**src/rtl/core/ssd_pkg.sv**
```systemverilog
`timescale 1ns / 1ps
// ----------------------------------------------------------------------------
// ssd_pkg
// Shared types and constants for the sphere signed distance block.
// ----------------------------------------------------------------------------
package ssd_pkg;

  localparam int COORD_BITS = 24;
  localparam int OUT_BITS   = 24;
  localparam int CFG_BITS   = 48;
  localparam int IDX_BITS   = 3;
  localparam int FAR_SHIFT  = 25;
  localparam int SQ_BITS    = 2 * FAR_SHIFT + 4;
  localparam int LEN_BITS   = SQ_BITS / 2;
  localparam int ROOT_PIPE  = LEN_BITS;

  localparam logic [IDX_BITS-1:0] REG_ROW_X    = 3'd0;
  localparam logic [IDX_BITS-1:0] REG_ROW_Y    = 3'd1;
  localparam logic [IDX_BITS-1:0] REG_ROW_Z    = 3'd2;
  localparam logic [IDX_BITS-1:0] REG_OFFSET_X = 3'd3;
  localparam logic [IDX_BITS-1:0] REG_OFFSET_Y = 3'd4;
  localparam logic [IDX_BITS-1:0] REG_OFFSET_Z = 3'd5;
  localparam logic [IDX_BITS-1:0] REG_RADIUS   = 3'd6;
  localparam logic [IDX_BITS-1:0] REG_INVERTED = 3'd7;

  typedef struct packed {
    logic signed [COORD_BITS-1:0] point_z;
    logic signed [COORD_BITS-1:0] point_y;
    logic signed [COORD_BITS-1:0] point_x;
  } in_item_t;

  typedef struct packed {
    logic                       saturated;
    logic signed [OUT_BITS-1:0] signed_distance;
  } out_item_t;

endpackage

```
**src/rtl/core/ssd_root.sv**
```systemverilog
`timescale 1ns / 1ps
// ----------------------------------------------------------------------------
// ssd_root
// Pipelined rounded square root, one result bit per stage, with radius,
// sign and saturation as a final stage.
// ----------------------------------------------------------------------------
module ssd_root (
  input  logic                         clk,
  input  logic                         rst_n,
  input  logic                         valid,
  input  logic [ssd_pkg::SQ_BITS-1:0]  sumsq,
  input  logic [23:0]                  radius,
  input  logic                         inverted,
  output logic                         out_valid,
  output ssd_pkg::out_item_t           out_item
);

  localparam int N  = ssd_pkg::ROOT_PIPE;
  localparam int LB = ssd_pkg::LEN_BITS;
  localparam int RB = LB + 2;

  logic [ssd_pkg::SQ_BITS-1:0] x_r [1:N];
  logic [LB-1:0]               r_r [1:N];
  logic [23:0]                 rad_r [1:N];
  logic                        inv_r [1:N];
  logic [N:1]                  v_r;
  logic                        ov_r;
  ssd_pkg::out_item_t          oi_r;
  logic [ssd_pkg::SQ_BITS-1:0] x_in [N];
  logic [LB-1:0]               r_in [N];
  logic [ssd_pkg::SQ_BITS-1:0] x_nxt [N];
  logic [LB-1:0]               r_nxt [N];
  logic [RB+1:0]               rem;
  logic [LB:0]                 len;
  logic signed [LB+2:0]        sd;

  always_comb begin
    x_in[0] = sumsq;
    r_in[0] = '0;
    for (int s = 1; s < N; s++) begin
      x_in[s] = x_r[s];
      r_in[s] = r_r[s];
    end
    for (int s = 0; s < N; s++) begin
      logic [RB-1:0] trial;
      logic [RB-1:0] top;
      trial = {r_in[s], 2'b01};
      top = RB'(x_in[s] >> (2*(N-1-s)));
      x_nxt[s] = x_in[s];
      r_nxt[s] = {r_in[s][LB-2:0], 1'b0};
      if (top >= trial) begin
        x_nxt[s] = x_in[s] - (ssd_pkg::SQ_BITS'(trial) << (2*(N-1-s)));
        r_nxt[s] = {r_in[s][LB-2:0], 1'b1};
      end
    end
    rem = (RB+2)'(x_r[N]);
    len = (LB+1)'(r_r[N]) + ((rem > (RB+2)'(r_r[N])) ? (LB+1)'(1) : '0);
    sd = (LB+3)'(len) - (LB+3)'(rad_r[N]);
    if (inv_r[N]) sd = -sd;
  end

  always_ff @(posedge clk) begin
    for (int s = 0; s < N; s++) begin
      x_r[s+1] <= x_nxt[s];
      r_r[s+1] <= r_nxt[s];
    end
    rad_r[1] <= radius;
    inv_r[1] <= inverted;
    for (int s = 1; s < N; s++) begin
      rad_r[s+1] <= rad_r[s];
      inv_r[s+1] <= inv_r[s];
    end
    if (sd > (LB+3)'(signed'(24'sh7fffff))) begin
      oi_r <= '{saturated: 1'b1, signed_distance: 24'sh7fffff};
    end else if (sd < -(LB+3)'(signed'(25'sh0800000))) begin
      oi_r <= '{saturated: 1'b1, signed_distance: 24'sh800000};
    end else begin
      oi_r <= '{saturated: 1'b0, signed_distance: sd[23:0]};
    end
  end

  always_ff @(posedge clk) begin
    if (!rst_n) begin
      v_r <= '0;
      ov_r <= 1'b0;
    end else begin
      v_r <= {v_r[N-1:1], valid};
      ov_r <= v_r[N];
    end
  end

  assign out_valid = ov_r;
  assign out_item = oi_r;

`ifndef SYNTHESIS
  a_sat_bound: assert property (@(posedge clk) disable iff (!rst_n)
    ov_r && oi_r.saturated |-> oi_r.signed_distance == 24'sh7fffff
      || oi_r.signed_distance == 24'sh800000) else $error("bad saturation");
  a_valid_pipe: assert property (@(posedge clk) disable iff (!rst_n)
    v_r[N] |=> ov_r) else $error("result lost");
  a_no_ghost: assert property (@(posedge clk) disable iff (!rst_n)
    !v_r[N] |=> !ov_r) else $error("spurious result");
`endif

endmodule

```
**config.mk**
```make
export PLATFORM = sky130hd
export DESIGN_NAME = ssd_root
export DESIGN_NICKNAME = d
export VERILOG_FILES = /design/src/rtl/core/ssd_pkg.sv /design/src/rtl/core/ssd_root.sv
export SDC_FILE = /design/constraint.sdc
export NUM_CORES = 2
export LEC_CHECK = 0
export ABC_AREA = 1
export BUFFER_PORTS_ARGS = -buffer_cell sky130_fd_sc_hd__clkbuf_2
export CORE_UTILIZATION = 45
export CTS_BUF_LIST = sky130_fd_sc_hd__clkbuf_2 sky130_fd_sc_hd__clkbuf_4 sky130_fd_sc_hd__clkbuf_8
export DETAILED_ROUTE_END_ITERATION = 12
export PLACE_DENSITY = 0.74
export RECOVER_POWER = 50
export SETUP_SLACK_MARGIN = 0.02
export SYNTH_ARGS = -nofsm -noshare
export SYNTH_HDL_FRONTEND = slang
export SYNTH_SLANG_ARGS = --single-unit
```
**constraint.sdc**
```tcl
create_clock -name clk -period 4.4 [get_ports clk]
set_input_delay 0.88 -clock clk [delete_from_list [all_inputs] [get_ports clk]]
set_output_delay 0.88 -clock clk [all_outputs]
set_load 0.01 [all_outputs]
```
==> impl_metrics.csv <==
group,metric,value,unit
global_routing,grtUsageTotal,0.1915,
hold_path,min_from,"rad_r[0][371]",
timing,whs,0.2350,ns
placed_design,place_inst,10670,
timing,max-slew-margin-rel,0.4512,
power,p_sw,21.24,mW
drt,via_per_inst,4.687,
timing,max_freq,218.7,MHz
floorplanning,rows,153,
hold_path,holdPathStages,0,
logic_synthesis,synth_area_per_cell,9.699,um^2
floorplanning,initial_core_util,0.4549,
drt,wl_per_cell,15.13,um
power,clock_power_share,0.305,
logic_synthesis,yosys.area.top_type,"dfxtp_1",
status,failed_checks,"setup timing",
logic_synthesis,ys_warn_count,0,
worst_setup_path,critPathSlowestCell,"fa_2",
worst_setup_path,worstReg2RegEnd,"out_item[11]",
floorplanning,die_w,422.1,um
floorplanning,die_h,422.1,um
timing,clock_skew,0.1124,ns
power,intPower,43.67,mW
logic_synthesis,ys_types,63,
global_routing,grt_overflow,0,
drt,routed_wl,172700,um
placed_design,dp_hpwl,129600,um
worst_setup_path,reg2reg_depth,33,
worst_setup_path,rrSetupSlack,-0.17,ns
clock_network,cts_root_buf,"clkbuf_8",
placed_design,numPortBuffers,107,
clock_network,cts_buffers,376,
logic_synthesis,synth.area.top_cells,"dfxtp_1, ha_1, nand2_1",
floorplanning,fp.dieArea,178200,um^2
global_routing,grt_pass1_wl,276400,um
placed_design,placed_area,83530,um^2
floorplanning,pin_count,108,
global_routing,antenna_found_initial,3,
drt,detail-route-antenna-nets,0,
layout,area_growth,17.12,%
layout,finalInstanceArea,93020,um^2
timing,min_period,4.572,ns
drt,drcViolationCount,0,
worst_setup_path,timing.rr.start,"r_r[0][730]",
logic_synthesis,synthFlopType,"dfxtp_1",
hold_path,hold_class,"reg -> reg",
worst_setup_path,cp.required,5.30,ns
clock_network,clockBufferDepth,4,
floorplanning,core_area,174600,um^2
logic_synthesis,syn_nets,8757,
logic_synthesis,synth_edf_count,0,
logic_synthesis,netlist_area,79420,um^2
logic_synthesis,ys_ff_latch,2374,
power,power.density,697.9,nW/um^2
power,p_leak,44.96,nW
timing,fin_crit_sh,1.039,
clock_network,clk_pin_slew_worst_paths,0.06,ns
power,pwr-share-seq,0.430,
drt,vias,53520,
clock_network,cts_tree,"built",
hold_path,min_to,"rad_r[0][395]",
worst_setup_path,path_class,"reg -> reg",
status,run_status,"finished, violations left",
timing,hold_violations,0,
worst_setup_path,end_kind,"register",
clock_network,clkSinkCount,2374,
clock_network,clock_latency,1.08,ns
clock_network,cts-htree-levels,5,
logic_synthesis,postSynthCellCount,8189,
drt,dr.pass1.iters,8,
layout,final_nets,9387,
timing,rsz0062_at_grt,"true",
power,power_frac_comb,0.265,
power,vdd_drop_max,0.0003910,V
timing,worst_pin_slew,0.8157,ns
drt,drtIter0Drc,3181,
run,cap_viol_max_count,0,
global_routing,grt_pass1_vias,53450,
layout,drive_gt1_frac,0.1158,
logic_synthesis,yosysSeqAreaShare,0.5984,
global_routing,grt_max_degree,53,
worst_setup_path,cp_max_fo,6,
logic_synthesis,async_flop_share,0,
worst_setup_path,worstSetupStartpointType,"register",
placed_design,gp_congestion,0.9223,
timing,setup_violations,24,
layout,fin_cells,11420,
timing,final.setup.worst_slack,-0.1723,ns
logic_synthesis,yosys.area.top_type_share,0.5984,
power,netSwitchingFraction,0.3272,
timing,finalMaxSlewViolations,0,
worst_setup_path,slowest_delay,0.44,ns
worst_setup_path,crit_arrival,5.47,ns
-- synth_stat cells (all sizes together), types with 4 or more instances --
| cell type | number |
|---|---|
| o21a | 32 |
| o21bai | 16 |
| o221ai | 12 |
| nor3b | 4 |
| nand3 | 198 |
| nor2 | 512 |
| nand3b | 14 |
| or2 | 23 |
| a211oi | 12 |
| o21ai | 585 |
| clkbuf | 59 |
| a21boi | 29 |
| nor4 | 49 |
| a21oi | 483 |
| o211ai | 16 |
| o2111ai | 12 |
| xnor2 | 217 |
| inv | 1098 |
| a21o | 22 |
| a221oi | 9 |
| nand4 | 62 |
| xor2 | 288 |
| and2 | 10 |
| a31oi | 45 |
| dfxtp | 2374 |
| o31ai | 9 |
| ha | 485 |
| buf | 27 |
| nand2 | 1369 |
| nor3 | 88 |
-- area by class of cell --
cell class | count | area [um^2]
sequential | 2374 | 47530
antenna | 5 | 12.51
fill | 15730 | 81570
inverter | 1101 | 4135
timing repair buffer | 335 | 2512
tap | 2325 | 2909
multi-input combinational | 4631 | 27750
clock buffer | 556 | 7058
clock inverter | 90 | 1120
-- cell usage in the layout, fill, tap and decap left out, drive strengths merged, types with 45 or more instances in the layout --
| cell type | netlist | routed |
|---|---|---|
| a21oi | 483 | 483 |
| a31oi | 45 | 45 |
| buf | 27 | 146 |
| clkbuf | 59 | 664 |
| clkinv | 3 | 57 |
| dfxtp | 2374 | 2374 |
| dlygate4sd3 | 0 | 81 |
| ha | 485 | 485 |
| inv | 1098 | 1101 |
| nand2 | 1369 | 1372 |
| nand3 | 198 | 198 |
| nand4 | 62 | 62 |
| nor2 | 512 | 512 |
| nor3 | 88 | 88 |
| nor4 | 49 | 49 |
| o21ai | 585 | 585 |
| xnor2 | 217 | 217 |
| xor2 | 288 | 288 |
-- metrics by stage --
| stage | setup WS (ns) | total power, mW | utilization | TNS [ns] |
|---|---|---|---|---|
| detailed placement | -0.3382 | 44.97 | 0.4784 | -7.736 |
| global placement | -0.3461 | 44.87 | 0.4784 | -8.158 |
| CTS | -0.2102 | 65.29 | 0.5303 | -4.663 |
| global route | -0.5289 | 69.14 | 0.5328 | -12.68 |
| finish | -0.1723 | 64.92 | 0.5328 | -3.711 |
| floorplan | 0.2917 | 39.41 | - | 0 |
-- worst max-delay path: cells and delay by family (launching register included) --
kind | cells | cell delay (ns)
flops | 1 | 0.33
simple gates | 18 | 1.87
buf+inv | 4 | 0.19
fa+ha+maj | 4 | 1.05
compound gates | 7 | 1.06
-- timing repair --
item                                    CTS  global route
hold buffers                             81             0
hold endpoints to repair                 81             0
cloned                                    0             5
pin swaps                                 3            46
setup buffers                             2             9
endpoints found under the setup margin   24            25
gates resized for setup                  13            71
-- power by group through the flow --
stage	Sequential, mW	Combinational (mW)	Clock (mW)
2_1_floorplan	27.2	12.2	0
3_3_place_gp	28.3	16.6	0
3_5_place_dp	28.3	16.6	0
4_1_cts	27.9	16.9	20.5
5_1_grt	28.3	19.4	21.5
6_report	27.9	17.2	19.8
-- flip-flops by register name (all words and copies together) (netlist names) --
| signal | flops |
|---|---|
| r_r | 378 |
| out_valid | 1 |
| x_r | 1268 |
| inv_r | 27 |
| out_item | 25 |
| v_r | 27 |
| rad_r | 648 |
-- metal layers --
metal / part of all wire / vias up / track usage / wire (um)
li1: - / 27620 / - / -
met1: 0.45 / 24400 / 0.2368 / 77380
met2: 0.48 / 1090 / 0.3319 / 83280
met3: 0.038 / 406 / 0.03229 / 6570
met4: 0.032 / 2 / 0.07295 / 5488
met5: 0.000075 / - / 0 / 13
-- cell families after synthesis --
logic type               share of synthesized area
AND/OR/NAND/NOR                             0.1224
XOR/XNOR                                   0.05569
AO/OA/AOI/OAI                              0.08983
buffers and inverters                      0.05704
flip-flops                                  0.5984
adder cells (fa/ha/maj)                    0.07666
-- worst max-delay path by stage --
| stage | from | to | slack, ns | depth (start not counted) |
|---|---|---|---|---|
| after CTS | r_r[0][731] | out_item[10] | -0.21 | 31 |
| after floorplan | r_r[0][731] | out_item[10] | 0.29 | 31 |
| after global routing | r_r[0][730] | out_item[11] | -0.53 | 33 |
| after global placement | r_r[0][731] | out_item[20] | -0.35 | 33 |
| final | r_r[0][730] | out_item[11] | -0.17 | 33 |
| after detailed placement | r_r[0][731] | out_item[5] | -0.34 | 33 |
Note: power is estimated with default switching activity, not from simulation.
